**src/design/blr_pkg.sv**
```systemverilog
// Shared types and constants of the line rasterizer.
// No dependencies; every other design file refers to it by scoped name.
`default_nettype none

package blr_pkg;

    localparam int MAX_DIM = 4096;
    localparam int DIM_W   = $clog2(MAX_DIM) + 1;   // holds MAX_DIM itself
    localparam int COORD_W = 12;
    localparam int CHAN_W  = 8;
    localparam int ERR_W   = 16;
    localparam int OFFS_W  = 26;

    localparam logic KIND_START   = 1'b0;
    localparam logic KIND_ADVANCE = 1'b1;

    localparam logic [1:0] STATUS_OK    = 2'd0;
    localparam logic [1:0] STATUS_RANGE = 2'd1;
    localparam logic [1:0] STATUS_IDLE  = 2'd2;

    localparam logic CFG_WIDTH  = 1'b0;
    localparam logic CFG_HEIGHT = 1'b1;

    typedef struct packed {
        logic [CHAN_W-1:0] blue;
        logic [CHAN_W-1:0] green;
        logic [CHAN_W-1:0] red;
    } colour_t;

    typedef struct packed {
        colour_t            colour;
        logic [COORD_W-1:0] end_y;
        logic [COORD_W-1:0] end_x;
        logic [COORD_W-1:0] start_y;
        logic [COORD_W-1:0] start_x;
    } request_t;

    typedef struct packed {
        logic [1:0]         status;
        logic               last;
        colour_t            colour;
        logic [COORD_W-1:0] y;
        logic [COORD_W-1:0] x;
    } pixel_t;

endpackage

`default_nettype wire

```
**src/design/bresenham_line_rasterizer.sv**
```systemverilog
// Top level of the line rasterizer: configuration registers and stream ports.
// Depends on blr_pkg, blr_step and blr_addr.
`default_nettype none

// A start item (tuser 0) checks both endpoints against the configured image
// size and answers with the first pixel of the line, or with status 1 and
// tlast if an endpoint lies outside; each advance item (tuser 1) answers with
// the next pixel, and the final pixel of a line carries tlast. An advance with
// no line in progress answers with status 2 and zero data. Exactly one result
// comes out for every item. The block takes one item per clock, sustained,
// while the master side does not stall: each item goes through the step
// register, which holds the line state, and then the offset register behind
// the y*width multiplier, which offers the result on the master side. Widths
// above 4096 are treated as 4096, likewise heights; write the size registers
// only while no item is in flight.
module bresenham_line_rasterizer (
    input  wire logic        aclk,
    input  wire logic        aresetn,
    // configuration
    input  wire logic        cfg_we,
    input  wire logic        cfg_addr,
    input  wire logic [12:0] cfg_wdata,
    // item input
    input  wire logic        s_tvalid,
    output logic             s_tready,
    // start_x, start_y, end_x, end_y, red, green, blue
    input  wire logic [71:0] s_tdata,
    // kind
    input  wire logic        s_tuser,
    // pixel output
    output logic             m_tvalid,
    input  wire logic        m_tready,
    // pixel_x, pixel_y, element_offset, out_red, out_green, out_blue, zero pad
    output logic [79:0]      m_tdata,
    // last_pixel
    output logic             m_tlast,
    // status
    output logic [1:0]       m_tuser
);

    localparam int DW = blr_pkg::DIM_W;

    logic [DW-1:0]              width_reg, height_reg;
    logic [DW-1:0]              eff_width, eff_height;
    blr_pkg::request_t          req;
    logic                       pix_valid, pix_ready;
    blr_pkg::pixel_t            pix;
    blr_pkg::pixel_t            out_pix;
    logic [blr_pkg::OFFS_W-1:0] out_offset;

    always_ff @(posedge aclk) begin
        if (!aresetn) begin
            width_reg  <= DW'(blr_pkg::MAX_DIM);
            height_reg <= DW'(blr_pkg::MAX_DIM);
        end else if (cfg_we) begin
            unique case (cfg_addr)
                blr_pkg::CFG_WIDTH:  width_reg  <= cfg_wdata[DW-1:0];
                blr_pkg::CFG_HEIGHT: height_reg <= cfg_wdata[DW-1:0];
                default: ;
            endcase
        end
    end

    // clamp to the largest supported image
    assign eff_width  = (width_reg  > DW'(blr_pkg::MAX_DIM)) ? DW'(blr_pkg::MAX_DIM)
                                                             : width_reg;
    assign eff_height = (height_reg > DW'(blr_pkg::MAX_DIM)) ? DW'(blr_pkg::MAX_DIM)
                                                             : height_reg;

    assign req.start_x      = s_tdata[11:0];
    assign req.start_y      = s_tdata[23:12];
    assign req.end_x        = s_tdata[35:24];
    assign req.end_y        = s_tdata[47:36];
    assign req.colour.red   = s_tdata[55:48];
    assign req.colour.green = s_tdata[63:56];
    assign req.colour.blue  = s_tdata[71:64];

    blr_step u_step (
        .aclk       (aclk),
        .aresetn    (aresetn),
        .in_valid   (s_tvalid),
        .in_ready   (s_tready),
        .in_kind    (s_tuser),
        .in_req     (req),
        .eff_width  (eff_width),
        .eff_height (eff_height),
        .pix_valid  (pix_valid),
        .pix_ready  (pix_ready),
        .pix        (pix)
    );

    blr_addr u_addr (
        .aclk       (aclk),
        .aresetn    (aresetn),
        .pix_valid  (pix_valid),
        .pix_ready  (pix_ready),
        .pix        (pix),
        .eff_width  (eff_width),
        .out_valid  (m_tvalid),
        .out_ready  (m_tready),
        .out_pix    (out_pix),
        .out_offset (out_offset)
    );

    assign m_tdata = {6'b000000, out_pix.colour.blue, out_pix.colour.green,
                      out_pix.colour.red, out_offset, out_pix.y, out_pix.x};
    assign m_tlast = out_pix.last;
    assign m_tuser = out_pix.status;

endmodule

`default_nettype wire

```
**src/design/blr_step.sv**
```systemverilog
// Line state, Bresenham step: one item in, one record out per unstalled clock.
// Depends on blr_pkg.
`default_nettype none

module blr_step (
    input  wire logic                      aclk,
    input  wire logic                      aresetn,
    input  wire logic                      in_valid,
    output logic                           in_ready,
    input  wire logic                      in_kind,
    input  wire blr_pkg::request_t         in_req,
    input  wire logic [blr_pkg::DIM_W-1:0] eff_width,
    input  wire logic [blr_pkg::DIM_W-1:0] eff_height,
    output logic                           pix_valid,
    input  wire logic                      pix_ready,
    output blr_pkg::pixel_t                pix
);

    localparam int CW = blr_pkg::COORD_W;
    localparam int EW = blr_pkg::ERR_W;

    logic                   line_active_reg, line_active_next;
    logic [CW-1:0]          cur_x_reg, cur_x_next;
    logic [CW-1:0]          cur_y_reg, cur_y_next;
    logic [CW-1:0]          major_end_reg, major_end_next;
    logic signed [EW-1:0]   error_reg, error_next;
    logic [CW-1:0]          dmaj_reg, dmaj_next;
    logic [CW-1:0]          dmin_reg, dmin_next;
    logic                   neg_reg, neg_next;
    logic                   steep_reg, steep_next;
    blr_pkg::colour_t       colour_reg, colour_next;
    logic                   pix_valid_reg;
    blr_pkg::pixel_t        pix_reg, pix_next;

    logic                   accept;
    logic                   out_of_range;
    logic [CW-1:0]          adx, ady;
    logic                   s_steep, s_swap, s_neg;
    logic [CW-1:0]          sx0, sy0, sx1, sy1;
    logic [CW-1:0]          s_dmaj, s_dmin;
    logic signed [EW-1:0]   s_err;

    // operands of the step, from the new line or from the stored one
    logic [CW-1:0]          p_x, p_y, p_end, p_dmaj, p_dmin;
    logic signed [EW-1:0]   p_err, err_a;
    logic                   p_neg, p_steep, p_last;
    blr_pkg::colour_t       p_colour;
    logic                   do_step;

    assign in_ready  = !pix_valid_reg || pix_ready;
    assign accept    = in_valid && in_ready;
    assign pix_valid = pix_valid_reg;
    assign pix       = pix_reg;

    // set-up of a new line
    always_comb begin
        out_of_range = ({1'b0, in_req.start_x} >= eff_width)
                    || ({1'b0, in_req.end_x}   >= eff_width)
                    || ({1'b0, in_req.start_y} >= eff_height)
                    || ({1'b0, in_req.end_y}   >= eff_height);
        adx = (in_req.end_x > in_req.start_x) ? in_req.end_x - in_req.start_x
                                              : in_req.start_x - in_req.end_x;
        ady = (in_req.end_y > in_req.start_y) ? in_req.end_y - in_req.start_y
                                              : in_req.start_y - in_req.end_y;
        s_steep = !(ady < adx);
        s_swap  = s_steep ? (in_req.start_y > in_req.end_y)
                          : (in_req.start_x > in_req.end_x);
        sx0 = s_swap ? in_req.end_x   : in_req.start_x;
        sy0 = s_swap ? in_req.end_y   : in_req.start_y;
        sx1 = s_swap ? in_req.start_x : in_req.end_x;
        sy1 = s_swap ? in_req.start_y : in_req.end_y;
        if (s_steep) begin
            s_dmaj = sy1 - sy0;
            s_neg  = sx1 < sx0;
            s_dmin = s_neg ? sx0 - sx1 : sx1 - sx0;
        end else begin
            s_dmaj = sx1 - sx0;
            s_neg  = sy1 < sy0;
            s_dmin = s_neg ? sy0 - sy1 : sy1 - sy0;
        end
        s_err = $signed({3'b000, s_dmin, 1'b0}) - $signed({4'b0000, s_dmaj});
    end

    always_comb begin
        if (in_kind == blr_pkg::KIND_START) begin
            p_x      = sx0;
            p_y      = sy0;
            p_end    = s_steep ? sy1 : sx1;
            p_dmaj   = s_dmaj;
            p_dmin   = s_dmin;
            p_err    = s_err;
            p_neg    = s_neg;
            p_steep  = s_steep;
            p_colour = in_req.colour;
        end else begin
            p_x      = cur_x_reg;
            p_y      = cur_y_reg;
            p_end    = major_end_reg;
            p_dmaj   = dmaj_reg;
            p_dmin   = dmin_reg;
            p_err    = error_reg;
            p_neg    = neg_reg;
            p_steep  = steep_reg;
            p_colour = colour_reg;
        end
        p_last = (p_steep ? p_y : p_x) == p_end;
    end

    always_comb begin
        line_active_next = line_active_reg;
        cur_x_next       = cur_x_reg;
        cur_y_next       = cur_y_reg;
        major_end_next   = major_end_reg;
        error_next       = error_reg;
        dmaj_next        = dmaj_reg;
        dmin_next        = dmin_reg;
        neg_next         = neg_reg;
        steep_next       = steep_reg;
        colour_next      = colour_reg;
        pix_next         = '0;
        do_step          = 1'b0;
        err_a            = p_err;

        if (in_kind == blr_pkg::KIND_START) begin
            if (out_of_range) begin
                line_active_next = 1'b0;
                pix_next.status  = blr_pkg::STATUS_RANGE;
                pix_next.last    = 1'b1;
            end else begin
                do_step        = 1'b1;
                major_end_next = p_end;
                dmaj_next      = p_dmaj;
                dmin_next      = p_dmin;
                neg_next       = p_neg;
                steep_next     = p_steep;
                colour_next    = p_colour;
            end
        end else if (!line_active_reg) begin
            pix_next.status = blr_pkg::STATUS_IDLE;
        end else begin
            do_step = 1'b1;
        end

        if (do_step) begin
            pix_next.x      = p_x;
            pix_next.y      = p_y;
            pix_next.colour = p_colour;
            pix_next.last   = p_last;
            pix_next.status = blr_pkg::STATUS_OK;
            line_active_next = !p_last;
            cur_x_next = p_x;
            cur_y_next = p_y;
            error_next = p_err;
            if (!p_last) begin
                // move the minor axis when the error has gone positive
                if (p_err > 0) begin
                    err_a = p_err - $signed({3'b000, p_dmaj, 1'b0});
                    if (p_steep) begin
                        cur_x_next = p_neg ? p_x - 1'b1 : p_x + 1'b1;
                    end else begin
                        cur_y_next = p_neg ? p_y - 1'b1 : p_y + 1'b1;
                    end
                end
                error_next = err_a + $signed({3'b000, p_dmin, 1'b0});
                if (p_steep) begin
                    cur_y_next = p_y + 1'b1;
                end else begin
                    cur_x_next = p_x + 1'b1;
                end
            end
        end
    end

    always_ff @(posedge aclk) begin
        if (!aresetn) begin
            line_active_reg <= 1'b0;
            pix_valid_reg   <= 1'b0;
        end else begin
            if (accept) begin
                line_active_reg <= line_active_next;
            end
            if (in_ready) begin
                pix_valid_reg <= in_valid;
            end
        end
    end

    always_ff @(posedge aclk) begin
        if (accept) begin
            cur_x_reg     <= cur_x_next;
            cur_y_reg     <= cur_y_next;
            major_end_reg <= major_end_next;
            error_reg     <= error_next;
            dmaj_reg      <= dmaj_next;
            dmin_reg      <= dmin_next;
            neg_reg       <= neg_next;
            steep_reg     <= steep_next;
            colour_reg    <= colour_next;
            pix_reg       <= pix_next;
        end
    end

endmodule

`default_nettype wire

```
**src/design/blr_addr.sv**
```systemverilog
// Element offset of a pixel (3*(y*width + x)) and the result register.
// Depends on blr_pkg.
`default_nettype none

module blr_addr (
    input  wire logic                      aclk,
    input  wire logic                      aresetn,
    input  wire logic                      pix_valid,
    output logic                           pix_ready,
    input  wire blr_pkg::pixel_t           pix,
    input  wire logic [blr_pkg::DIM_W-1:0] eff_width,
    output logic                           out_valid,
    input  wire logic                      out_ready,
    output blr_pkg::pixel_t                out_pix,
    output logic [blr_pkg::OFFS_W-1:0]     out_offset
);

    localparam int PW = blr_pkg::COORD_W + blr_pkg::DIM_W;

    logic                          out_valid_reg;
    blr_pkg::pixel_t               out_pix_reg;
    logic [blr_pkg::OFFS_W-1:0]    offset_reg, offset_next;
    logic [PW-1:0]                 row_base;
    logic [PW-1:0]                 linear;

    assign pix_ready  = !out_valid_reg || out_ready;
    assign out_valid  = out_valid_reg;
    assign out_pix    = out_pix_reg;
    assign out_offset = offset_reg;

    // x and y are zero on error records, so the offset comes out zero too
    always_comb begin
        row_base    = PW'(pix.y) * PW'(eff_width);
        linear      = row_base + PW'(pix.x);
        offset_next = blr_pkg::OFFS_W'({linear, 1'b0} + {1'b0, linear});
    end

    always_ff @(posedge aclk) begin
        if (!aresetn) begin
            out_valid_reg <= 1'b0;
        end else if (pix_ready) begin
            out_valid_reg <= pix_valid;
        end
    end

    always_ff @(posedge aclk) begin
        if (pix_valid && pix_ready) begin
            out_pix_reg <= pix;
            offset_reg  <= offset_next;
        end
    end

endmodule

`default_nettype wire
```
**config.mk**
```make
export PLATFORM = sky130hd
export DESIGN_NAME = bresenham_line_rasterizer
export DESIGN_NICKNAME = d
export VERILOG_FILES = /design/src/design/blr_pkg.sv /design/src/design/bresenham_line_rasterizer.sv /design/src/design/blr_step.sv /design/src/design/blr_addr.sv
export SDC_FILE = /design/constraint.sdc
export NUM_CORES = 1
export LEC_CHECK = 0
export ABC_AREA = 0
export BUFFER_PORTS_ARGS = -buffer_cell sky130_fd_sc_hd__buf_2
export CAP_MARGIN = 20
export CORE_ASPECT_RATIO = 0.75
export CORE_UTILIZATION = 26
export CTS_CLUSTER_DIAMETER = 100
export CTS_CLUSTER_SIZE = 14
export DETAILED_ROUTE_END_ITERATION = 16
export GPL_ROUTABILITY_DRIVEN = 0
export PLACE_DENSITY_LB_ADDON = 0.1
export SETUP_SLACK_MARGIN = 0.2
export SLEW_MARGIN = 5
export SYNTH_ARGS = -nofsm -noshare
export SYNTH_HDL_FRONTEND = slang
export SYNTH_SLANG_ARGS = --single-unit
```
**constraint.sdc**
```tcl
create_clock -name aclk -period 39.8 [get_ports aclk]
set_input_delay 3.98 -clock aclk [delete_from_list [all_inputs] [get_ports aclk]]
set_output_delay 3.98 -clock aclk [all_outputs]
set_load 0.005 [all_outputs]
```
==> flow_metrics.tcl <==
set metrics [dict create \
    status "finished clean" \
    worstPathMaxFanout 47 \
    synth_seq_cells 259 \
    cts_tree "yes" \
    yosysTopAreaCellShare_pct 26.8 \
    ant_nets 0 \
    drt-total-wl_um 89500 \
    async_flop_share_pct 0 \
    synth-adder-area-share_pct 21.9 \
    final.period_utilization_pct 47.0 \
    yosys.area.top_type "edfxtp_1" \
    p_total_mw 2.14 \
    endpoint_kind "register" \
    hold_path_end "u_addr.out_pix[31]" \
    synth-edff-count 230 \
    port_buffers 170 \
    grt_util_all_layers_pct 17.7 \
    n_antenna_cell 0 \
    r2r_start "width_reg[12]" \
    setup.worst_path.start "s_tdata[24]" \
    cp.required_ps 40120 \
    relSlewSlack_pct 33.8 \
    final_nets 3466 \
    ys_warn_count 0 \
    cts-htree-levels 1 \
    synth_compound_area_share_pct 16.3 \
    wl_per_cell_um 20.7 \
    cts.clk_slew.worst_paths_ps 80 \
    timing.final.crit_period_ps 18710 \
    cts_buffer_depth 3 \
    cts_resized 0 \
    synthSimpleGateAreaFrac_pct 16.3 \
    synth.area.mux_share_pct 4.65 \
    setup_tns_ps 0 \
    synth-xor-area-share_pct 5.21 \
    max_stage_delay_ps 700 \
    rsz0062_at_grt "no" \
    cts_setup_buffers 0 \
    place_hpwl_um 70400 \
    regToRegSetupSlack_ps 30500 \
    via_count 21400 \
    clk_latency_ps 580 \
    clock_sinks 259 \
    rr_endpoint "u_addr.out_offset[25]" \
    netlist_instances 2891 \
    synth_cell_type_count 85 \
    clockRootBuffer "clkbuf_16" \
    post-route-util_pct 29.4 \
    r2r_cells 35 \
    rows 99 \
    seq_area_frac_synth_pct 29.1 \
    area_growth_pct 11.6 \
    start_util_pct 26.3 \
    io_pins 177 \
    drc 0 \
    p_per_area_mw_per_mm2 74.5 \
    synth_area_leaders "edfxtp_1 27%, ha_1 12%, fa_1 10%, nand2_1 5.9%, inv_1 4.3%" \
    gr-total-overflow 0 \
    setup_violations 0 \
    holdBufCountCts 0 \
    fp.dieW_um 365 \
    cts_buffers 23 \
    maxCapViolations 0 \
    core_region_area_mm2 0.0977 \
    antenna_found_initial 2 \
    slowest_stage "xnor2_1" \
    crit_arrival_ps 19030 \
    firstDrtPassIters 5 \
    final_layout_size_suffix_gt1_share_pct 10.6 \
    first_global_vias 21800 \
    leakage_nw 12.2 \
    synth_top_family_by_area "adder cells" \
    ir_drop_uv 72.7 \
    hold_depth 0 \
    syn_avg_cell_area_um2 8.91 \
    finClkSkew_ps 37.4 \
    worst_pin_slew_ps 988 \
    grt_max_degree 66 \
    synth.cell_area_mm2 0.0257 \
    max_clock_freq_mhz 53.5 \
    viasPerCell 4.94 \
    dieHeight_um 275 \
    drtIter0Drc 1603 \
    hold_violations 0 \
    grt_pass1_wl_um 136000 \
    hp-class "reg2reg" \
    dieArea_mm2 0.100 \
    hold_start "u_step.pix[31]" \
    crit_type "in2reg" \
    worstSetupStartpointType "input port" \
    ys.flop_type "edfxtp_1" \
    slew_viol_final 0 \
    fillers 10500 \
]
-- where the power goes --
| part | leakage, nW | switching, mW | internal [mW] |
|---|---|---|---|
| Clock | 0.313 | 0.111 | 0.109 |
| Sequential | 2.43 | 0.0203 | 0.388 |
| Combinational | 9.41 | 0.913 | 0.599 |
-- cells in the mapped netlist (51+ instances only) --
| cell type | number |
|---|---|
| nand2_1 | 407 |
| ha_1 | 245 |
| nor2_1 | 189 |
| nor2b_1 | 68 |
| mux2i_1 | 60 |
| clkbuf_1 | 88 |
| o21ai_0 | 141 |
| edfxtp_1 | 230 |
| mux2_2 | 51 |
| a21o_1 | 52 |
| fa_1 | 129 |
| and2_1 | 65 |
| inv_1 | 296 |
| a21oi_1 | 184 |
| xnor2_1 | 112 |
-- metal layers --
metal | vias up | GRT usage, % | share of wire, %
met1 | 10500 | 25.9 | 49
met5 | - | 0 | 0
met2 | 605 | 26.8 | 42
met4 | 0 | 3.58 | 2.1
li1 | 10200 | - | -
met3 | 89 | 3.54 | 6.7
-- worst max-delay path by stage --
stage                                end  slack, ps  cells after the start
floorplan           u_step.error_reg[14]      22950                     72
global placement    u_step.error_reg[14]      20820                     58
detailed placement  u_step.error_reg[14]      20700                     60
CTS                 u_step.error_reg[14]      21270                     60
global route        u_step.error_reg[14]      19830                     64
finish              u_step.error_reg[14]      21090                     64
-- cell type report --
class | count | area [µm²] | share of cell area [%]
multi-input combinational | 2209 | 16700 | 58.0
sequential | 259 | 7490 | 26.1
tap | 1313 | 1640 | 5.72
timing repair buffer | 210 | 1160 | 4.03
inverter | 297 | 1110 | 3.88
clock buffer | 37 | 628 | 2.19
clock inverter | 5 | 37.5 | 0.131
-- cells by family (layout without fill, tap and decap cells) --
kind of cell	after synthesis	in the layout
and+or+nand+nor	910	910
AOI/OAI and AO/OA	654	654
buffers and inverters	428	549
adders and majority gates	374	374
DFF	259	259
xor gates and xnor gates	153	153
muxes	112	112
other	1	6
-- placed cells by master (no fill, tap or decap), types with 40 or more instances in the layout --
cell | netlist | routed
nand2_1 | 407 | 407
inv_1 | 296 | 294
ha_1 | 245 | 245
edfxtp_1 | 230 | 230
nor2_1 | 189 | 188
a21oi_1 | 184 | 183
buf_2 | 14 | 169
o21ai_0 | 141 | 140
fa_1 | 129 | 129
xnor2_1 | 112 | 112
nor2b_1 | 68 | 65
and2_1 | 65 | 65
mux2i_1 | 60 | 60
a21o_1 | 52 | 52
mux2_2 | 51 | 51
a21boi_0 | 43 | 43
xor2_1 | 41 | 41
buf_4 | 8 | 40
-- critical path, delay by kind of cell --
family | cells | cell delay, ps
buf+inv | 7 | 1500
simple gates | 10 | 1770
compound gates | 35 | 7530
fa+ha+maj | 5 | 1580
xor+xnor | 3 | 1070
mux | 4 | 1480
-- through the flow --
stage          instance area (µm²)  setup WS [ps]  instances  hold slack, ps
5_1_grt                      28700          19830       4330             424
3_5_place_dp                 28000          20700       4287             405
4_1_cts                      28700          21270       4329             416
6_report                     28700          21090       4330             416
3_3_place_gp                 28000          20820       4287             402
2_1_floorplan                25800          22950       2896             400
No activity file was read; power rests on OpenSTA's default activity.
